[src/design/assert_macros.svh]
// assertion helpers for the rtl files (included by the matcher)
`ifndef ASSERT_MACROS_SVH
`define ASSERT_MACROS_SVH

// property checked on every clock edge, ignored while reset is applied
`define GWM_ASSERT(lbl, prop, msg) \
	lbl: assert property (@(posedge clk) disable iff (!arst_n) (prop)) else $error(msg);

// property checked on every clock edge, also during reset
`define GWM_ASSERT_ALWAYS(lbl, prop, msg) \
	lbl: assert property (@(posedge clk) (prop)) else $error(msg);

`endif

[src/design/gwm_pkg.sv]
`default_nettype none

package gwm_pkg;

	// operation codes carried with each input transaction
	typedef enum logic [1:0] {
		OP_CLEAR  = 2'd0,
		OP_APPEND = 2'd1,
		OP_TEXT   = 2'd2,
		OP_END    = 2'd3
	} op_t;

	// pattern bytes with a wildcard meaning
	localparam logic [7:0] SYM_ANY_ONE = 8'h3F;
	localparam logic [7:0] SYM_ANY_RUN = 8'h2A;

endpackage

`default_nettype wire

[src/design/gwm_channels.sv]
`default_nettype none

// input channel: operation and symbol
interface gwm_in_if;
	import gwm_pkg::*;

	logic       valid;
	logic       ready;
	op_t        op;
	logic [7:0] symbol;

	modport source (output valid, output op, output symbol, input ready);
	modport sink (input valid, input op, input symbol, output ready);
endinterface

// result channel: match verdict and overflow status
interface gwm_out_if;
	logic valid;
	logic ready;
	logic matched;
	logic pattern_overflow;

	modport source (output valid, output matched, output pattern_overflow, input ready);
	modport sink (input valid, input matched, input pattern_overflow, output ready);
endinterface

`default_nettype wire

[src/design/glob_wildcard_matcher.sv]
`default_nettype none

// Glob matcher: stores a pattern of up to MAX_PATTERN bytes, where '?' matches any one
// byte and '*' any run of bytes (also empty), and checks streamed text against it.
// Op clear empties the pattern and restarts the text; op append adds a pattern byte
// (bytes past capacity are dropped and flagged); op text feeds one text byte; op end
// returns one result transaction (matched, pattern_overflow) and restarts the text.
// Only op end produces a result. Throughput is one transaction per cycle: every pattern
// position is updated in parallel in the single stage between the input register and
// the result register, with the star closure done as a log-depth prefix network of
// clog2(MAX_PATTERN+1) levels. An end's verdict goes from the input register to the result register.
// The input side holds only when an end-of-text transaction sits in the input register
// while the previous result is still waiting in the result register.
module glob_wildcard_matcher #(
	parameter int MAX_PATTERN = 32
) (
	input  wire  clk,
	input  wire  arst_n,
	gwm_in_if.sink    items,
	gwm_out_if.source results
);
	import gwm_pkg::*;

	`include "assert_macros.svh"

	localparam int N   = MAX_PATTERN + 1;
	localparam int LW  = $clog2(N);
	localparam int LVL = $clog2(N);

	// input register
	logic       valid_s1;
	op_t        op_s1;
	logic [7:0] symbol_s1;

	// matcher state
	logic [7:0]    pat_q [MAX_PATTERN];
	logic [LW-1:0] len_q;
	logic [N-1:0]  active_q;
	logic          overflow_q;

	// result register
	logic out_valid_q;
	logic matched_q;
	logic overflow_out_q;

	logic          out_free;
	logic          advance;
	logic          fire_s1;
	logic [N-1:0]  in_pat;
	logic [N-1:0]  beyond;
	logic [N-1:0]  is_star;
	logic [N-1:0]  closed;
	logic [N-1:0]  next_active;

	// handshake and stage advance
	assign out_free      = !out_valid_q || results.ready;
	assign advance       = !valid_s1 || (op_s1 != OP_END) || out_free;
	assign fire_s1       = valid_s1 && advance;
	assign items.ready   = advance;
	assign results.valid = out_valid_q;
	assign results.matched          = matched_q;
	assign results.pattern_overflow = overflow_out_q;

	// per-position masks
	always_comb begin
		for (int i = 0; i < N; i++) begin
			in_pat[i] = (LW'(i) < len_q);
			beyond[i] = (LW'(i) > len_q);
			if (i < MAX_PATTERN) begin
				is_star[i] = (pat_q[i] == SYM_ANY_RUN);
			end else begin
				is_star[i] = 1'b0;
			end
		end
	end

	// star closure: a live position before a star also reaches the next one
	always_comb begin
		logic [N-1:0] g;
		logic [N-1:0] p;
		logic [N-1:0] gn;
		logic [N-1:0] pn;
		g    = active_q;
		p    = '0;
		for (int i = 1; i < N; i++) begin
			p[i] = is_star[i-1] && in_pat[i-1];
		end
		for (int k = 0; k < LVL; k++) begin
			gn = g;
			pn = p;
			for (int i = 0; i < N; i++) begin
				if (i >= (1 << k)) begin
					gn[i] = g[i] | (p[i] & g[i - (1 << k)]);
					pn[i] = p[i] & p[i - (1 << k)];
				end
			end
			g = gn;
			p = pn;
		end
		closed = g;
	end

	// advance the position set by one text byte
	always_comb begin
		next_active = '0;
		for (int i = 0; i < MAX_PATTERN; i++) begin
			if (closed[i] && in_pat[i]) begin
				if (is_star[i]) begin
					next_active[i] = 1'b1;
				end else if (pat_q[i] == SYM_ANY_ONE || pat_q[i] == symbol_s1) begin
					next_active[i+1] = 1'b1;
				end
			end
		end
	end

	// input register
	always_ff @(posedge clk or negedge arst_n) begin
		if (!arst_n) begin
			valid_s1 <= 1'b0;
		end else if (advance) begin
			valid_s1 <= items.valid;
		end
	end

	always_ff @(posedge clk) begin
		if (advance && items.valid) begin
			op_s1     <= items.op;
			symbol_s1 <= items.symbol;
		end
	end

	// pattern byte store
	always_ff @(posedge clk) begin
		for (int i = 0; i < MAX_PATTERN; i++) begin
			if (fire_s1 && op_s1 == OP_APPEND && len_q == LW'(i)) begin
				pat_q[i] <= symbol_s1;
			end
		end
	end

	// length, position set and overflow flag
	always_ff @(posedge clk or negedge arst_n) begin
		if (!arst_n) begin
			len_q      <= '0;
			active_q   <= N'(1);
			overflow_q <= 1'b0;
		end else if (fire_s1) begin
			case (op_s1)
				OP_CLEAR: begin
					len_q      <= '0;
					active_q   <= N'(1);
					overflow_q <= 1'b0;
				end
				OP_APPEND: begin
					if (len_q < LW'(MAX_PATTERN)) begin
						len_q <= len_q + LW'(1);
						for (int i = 1; i < N; i++) begin
							if (len_q == LW'(i - 1)) begin
								active_q[i] <= 1'b0;
							end
						end
					end else begin
						overflow_q <= 1'b1;
					end
				end
				OP_TEXT: begin
					active_q <= next_active;
				end
				OP_END: begin
					active_q <= N'(1);
				end
				default: begin
					active_q <= active_q;
				end
			endcase
		end
	end

	// result register
	always_ff @(posedge clk or negedge arst_n) begin
		if (!arst_n) begin
			out_valid_q <= 1'b0;
		end else if (fire_s1 && op_s1 == OP_END) begin
			out_valid_q <= 1'b1;
		end else if (results.ready) begin
			out_valid_q <= 1'b0;
		end
	end

	always_ff @(posedge clk) begin
		if (fire_s1 && op_s1 == OP_END) begin
			matched_q      <= closed[len_q];
			overflow_out_q <= overflow_q;
		end
	end

	// checks
	`GWM_ASSERT(a_len_in_range, len_q <= LW'(MAX_PATTERN), "pattern length beyond capacity")
	`GWM_ASSERT(a_no_live_beyond_len, (active_q & beyond) == '0, "live position past pattern end")
	`GWM_ASSERT(a_overflow_when_full, overflow_q |-> (len_q == LW'(MAX_PATTERN)), "overflow flag set with room left")
	`GWM_ASSERT(a_result_from_end, $rose(out_valid_q) |-> $past(fire_s1 && op_s1 == OP_END), "result without end of text")

endmodule

`default_nettype wire

[src/flat_wrapper.sv]
// flat-port wrapper written by rule: the top's interface ports become plain ports
module glob_wildcard_matcher_flat import gwm_pkg::*;
#(
	parameter int MAX_PATTERN = 32
)
  (clk, arst_n, items_valid, items_op, items_symbol, items_ready, results_valid, results_matched, results_pattern_overflow, results_ready);
  gwm_in_if items_i ();
  gwm_out_if results_i ();
  input  wire clk;
  input  wire arst_n;
  input wire logic [$bits(items_i.valid)-1:0] items_valid;
  input wire logic [$bits(items_i.op)-1:0] items_op;
  input wire logic [$bits(items_i.symbol)-1:0] items_symbol;
  output wire logic [$bits(items_i.ready)-1:0] items_ready;
  output wire logic [$bits(results_i.valid)-1:0] results_valid;
  output wire logic [$bits(results_i.matched)-1:0] results_matched;
  output wire logic [$bits(results_i.pattern_overflow)-1:0] results_pattern_overflow;
  input wire logic [$bits(results_i.ready)-1:0] results_ready;
  assign items_i.valid = items_valid;
  assign items_i.op = items_op;
  assign items_i.symbol = items_symbol;
  assign items_ready = items_i.ready;
  assign results_valid = results_i.valid;
  assign results_matched = results_i.matched;
  assign results_pattern_overflow = results_i.pattern_overflow;
  assign results_i.ready = results_ready;
  glob_wildcard_matcher #(.MAX_PATTERN(MAX_PATTERN)) u_core (.clk(clk), .arst_n(arst_n), .items(items_i), .results(results_i));
endmodule
[config.mk]
export PLATFORM = sky130hd
export DESIGN_NAME = glob_wildcard_matcher_flat
export DESIGN_NICKNAME = d
export VERILOG_FILES = /design/src/design/gwm_pkg.sv /design/src/design/gwm_channels.sv /design/src/design/glob_wildcard_matcher.sv /design/src/flat_wrapper.sv
export VERILOG_INCLUDE_DIRS = /design/src /design/src/design
export SDC_FILE = /design/constraint.sdc
export NUM_CORES = 1
export LEC_CHECK = 0
export BUFFER_PORTS_ARGS = -buffer_cell sky130_fd_sc_hd__buf_2
export CAP_MARGIN = 20
export CORE_MARGIN = 1
export CORE_UTILIZATION = 65
export DETAILED_ROUTE_END_ITERATION = 7
export GPL_ROUTABILITY_DRIVEN = 1
export PLACE_DENSITY = 0.87
export SYNTH_ARGS = -nofsm -noshare
export SYNTH_HDL_FRONTEND = slang
export SYNTH_SLANG_ARGS = --single-unit
[constraint.sdc]
create_clock -name clk -period 7.1 [get_ports clk]
set_input_delay 1.42 -clock clk [delete_from_list [all_inputs] [get_ports clk]]
set_output_delay 1.42 -clock clk [all_outputs]
set_load 0.03 [all_outputs]
==> impl_metrics.tcl <==
set metrics [dict create \
    yosysWarnings 0 \
    insertion_delay_ns 0.52 \
    n_fill_cell 1783 \
    post-route-drc-count 0 \
    hold_class "flip-flop to flip-flop" \
    cts_setup_buffers 0 \
    crit_arrival_ns 4.91 \
    async_reset_ff_share_pct 13.5 \
    wl_um 44100 \
    status "completed" \
    timing.rr.start "u_core.len_q[0]$_DFFE_PN0P_" \
    synth.distinct_cells 98 \
    startpoint "u_core.len_q[0]$_DFFE_PN0P_" \
    antenna_found_initial 0 \
    dr.first_iter.drc_count 1682 \
    required_ns 7.37 \
    final-setup-viol-count 0 \
    dp_hpwl_um 29400 \
    ys_seq_area_share_pct 53.0 \
    hold_buffers 0 \
    grt_setup_unrepaired "false" \
    tightest_slew_ns 1.28 \
    track_usage_pct 33.1 \
    die-area_um2 27100 \
    synth_area_leaders "edfxtp_1 47%, xnor2_1 8.2%, dfrtp_1 6.0%" \
    overflow 0 \
    ys_ff_latch 310 \
    io_pins 18 \
    drv_cap 0 \
    cp-end-kind "flip-flop" \
    initial_core_util_pct 66.1 \
    seqCellArea_um2 9100 \
    p_total_mw 4.08 \
    leakage_nw 5.94 \
    cts_root_buffer "clkbuf_16" \
    endpoint "u_core.results.matched$_DFFE_PP_" \
    avgRoutedWirePerCell_um 22.3 \
    m1WireLength_um 18100 \
    clk_pin_slew_ns 0.06 \
    fin_crit_sh_pct 65.4 \
    io_buffers 17 \
    rows 59 \
    num_antenna_cells 0 \
    gp_congestion 1.01 \
    clock_sinks 310 \
    slew_headroom_pct 13.8 \
    crit_path_start_kind "flip-flop" \
    reg2reg_depth 13 \
    nets 1637 \
    path_max_fanout 32 \
    slowest_stage "a21oi_1" \
    netlist_area_um2 17200 \
    viasPerCell 6.75 \
    cts_tree "yes" \
    grt_pass1_vias 12900 \
    area_delta_synth_final_pct 8.61 \
    finalCriticalPeriod_ns 4.64 \
    multi_input_area_um2 7640 \
    fmax_mhz 215 \
    cts_made_buffers 35 \
    synth_ff_type "edfxtp_1" \
    core-area_um2 26000 \
    final_cell_area_um2 18700 \
    drive_gt1_share_pct 7.93 \
    route.met3.wl_um 3730 \
    die_w_um 165 \
    htree_num_levels 2 \
    vias 13300 \
    critical_path_class "flip-flop to flip-flop" \
    p_per_area_nw_per_um2 219 \
    r2r_slack_ns 2.46 \
    synth.top_cell.area_share_pct 46.9 \
    ctsLongestPathBuffers 3 \
    reg2reg_to "u_core.results.matched$_DFFE_PP_" \
    synth_nets 1624 \
    drv_slew 0 \
    grt_first_pass_wirelength_um 68400 \
    cp_cell_sequence "buf_4 > inv_1 > ha_1 > a21boi_1 > a21oi_1 > o31a_1 > o211a_1 > o22ai_1 > o21ai_2 > o31ai_2 > a211oi_1 > o31ai_1 > a2111o_1" \
    yosysTopAreaCell "edfxtp_1" \
    clock_skew_ns 0.0157 \
    avgSynthCellArea_um2 10.7 \
    placed_cell_area_um2 17600 \
    dr.pass1.iters 6 \
    dr_wl_met2_um 20600 \
    ant_nets 0 \
    synth_edf_count 268 \
    syn_inst 1603 \
    grt_start_max_net_pins 65 \
    finalHoldViolCount 0 \
    die_y_um 165 \
    slowest_delay_ns 0.52 \
    cts-resized-gates 0 \
    top_layer "met4" \
    ir_worst_vdd_v 0.000269 \
    final.setup.tns_ns 0 \
]
==> sequential cells by signal, summed over array words and instances (netlist names) <==
name	cells
u_core.pat_q	256
u_core.valid_s1	1
u_core.overflow_q	1
u_core.symbol_s1	8
u_core.results.pattern_overflow	1
u_core.active_q	33
u_core.results.valid	1
u_core.op_s1	2
u_core.len_q	6
u_core.results.matched	1
==> worst max-delay path: cells and delay by family (launching register included) <==
kind	cells	cell delay, ns
buf+inv	2	0.68
fa+ha+maj	1	0.47
flops	1	0.37
compound gates	10	2.86
==> stage by stage <==
step / utilization [%] / hold WS (ns) / setup slack [ns] / cells
final: 71.8 / 0.510 / 2.46 / 1975
after global routing: 71.8 / 0.510 / 2.22 / 1975
after CTS: 71.7 / 0.499 / 2.59 / 1972
after detailed placement: 67.6 / 0.481 / 2.59 / 1911
after global placement: 67.6 / 0.462 / 2.73 / 1911
after floorplan: - / 0.448 / 3.21 / 1603
==> Yosys cell counts, drive strengths merged, types with 5 or more instances <==
cell type,n
a22oi,9
nand2,117
ha,7
nor3,45
clkbuf,44
a21oi,64
inv,44
or3,12
o22ai,22
dfrtp,41
nor2b,8
o41ai,10
or2,11
edfxtp,268
buf,22
or4b,6
xor2,97
o31ai,13
a2111oi,5
o21ai,101
a211oi,14
nand4,56
a21boi,9
a31oi,7
and3,17
nand4b,5
nand2b,14
or4,11
o211ai,6
xnor2,161
nor2,147
and2,9
a21o,5
nor4,36
nand3,71
o21a,6
==> layout make-up <==
type                       count  share of cell area, %
clock buffer                  43                   4.96
clock inverter                18                  0.637
inverter                      44                  0.885
multi-input combinational   1183                   41.0
sequential                   310                   48.8
tap                          335                   2.25
timing repair buffer          42                   1.52
==> power breakdown <==
group	total [mW]	switching, mW	leakage [nW]	internal (mW)
clock	1.67	0.707	0.521	0.963
sequential	2.02	0.0159	3.00	2.00
combinational	0.390	0.278	2.42	0.112
==> per-layer routing <==
layer / vias to the layer above / GRT usage [%]
met3: 138 / 5.20
met5: - / 0
met2: 750 / 53.8
met4: 0 / 14.4
met1: 6435 / 44.1
li1: 6003 / -
==> placed cells by master, fill, tap and decap left out, drive strengths merged, types with 8 or more instances in the layout <==
cell type	instances
o41ai	10
dfrtp	41
a22oi	9
xnor2	161
clkinv	15
or2	11
buf	41
nor2b	8
and3	17
or4	11
edfxtp	268
clkbuf	44
nand2b	14
or3	12
a211oi	14
o22ai	22
nor3	45
a21boi	9
and2	9
nand2	117
o31ai	13
o21ai	101
nand3	71
inv	46
nand4	56
nor4	36
a21oi	64
xor2	97
nor2	147
==> how the worst min path moves through the flow <==
stage,startpoint,end,slack [ns],depth (start not counted)
after CTS,u_core.overflow_q$_DFFE_PN0P_,u_core.results.pattern_overflow$_DFFE_PP_,0.50,0
after floorplan,u_core.overflow_q$_DFFE_PN0P_,u_core.results.pattern_overflow$_DFFE_PP_,0.45,0
final,u_core.overflow_q$_DFFE_PN0P_,u_core.results.pattern_overflow$_DFFE_PP_,0.51,0
after global routing,u_core.overflow_q$_DFFE_PN0P_,u_core.results.pattern_overflow$_DFFE_PP_,0.51,0
after detailed placement,u_core.overflow_q$_DFFE_PN0P_,u_core.results.pattern_overflow$_DFFE_PP_,0.48,0
after global placement,u_core.overflow_q$_DFFE_PN0P_,u_core.results.pattern_overflow$_DFFE_PP_,0.46,0
==> kinds of logic after synthesis <==
kind of cell / count (synthesis) / share of synthesized area [%]
compound gates: 329 / 13.2
xor+xnor: 258 / 13.2
fa+ha+maj: 7 / 0.510
buf+inv: 110 / 2.52
flops: 310 / 53.0
mux: 2 / 0.124
simple gates: 587 / 17.5
Power figures use the tool's default switching activity.
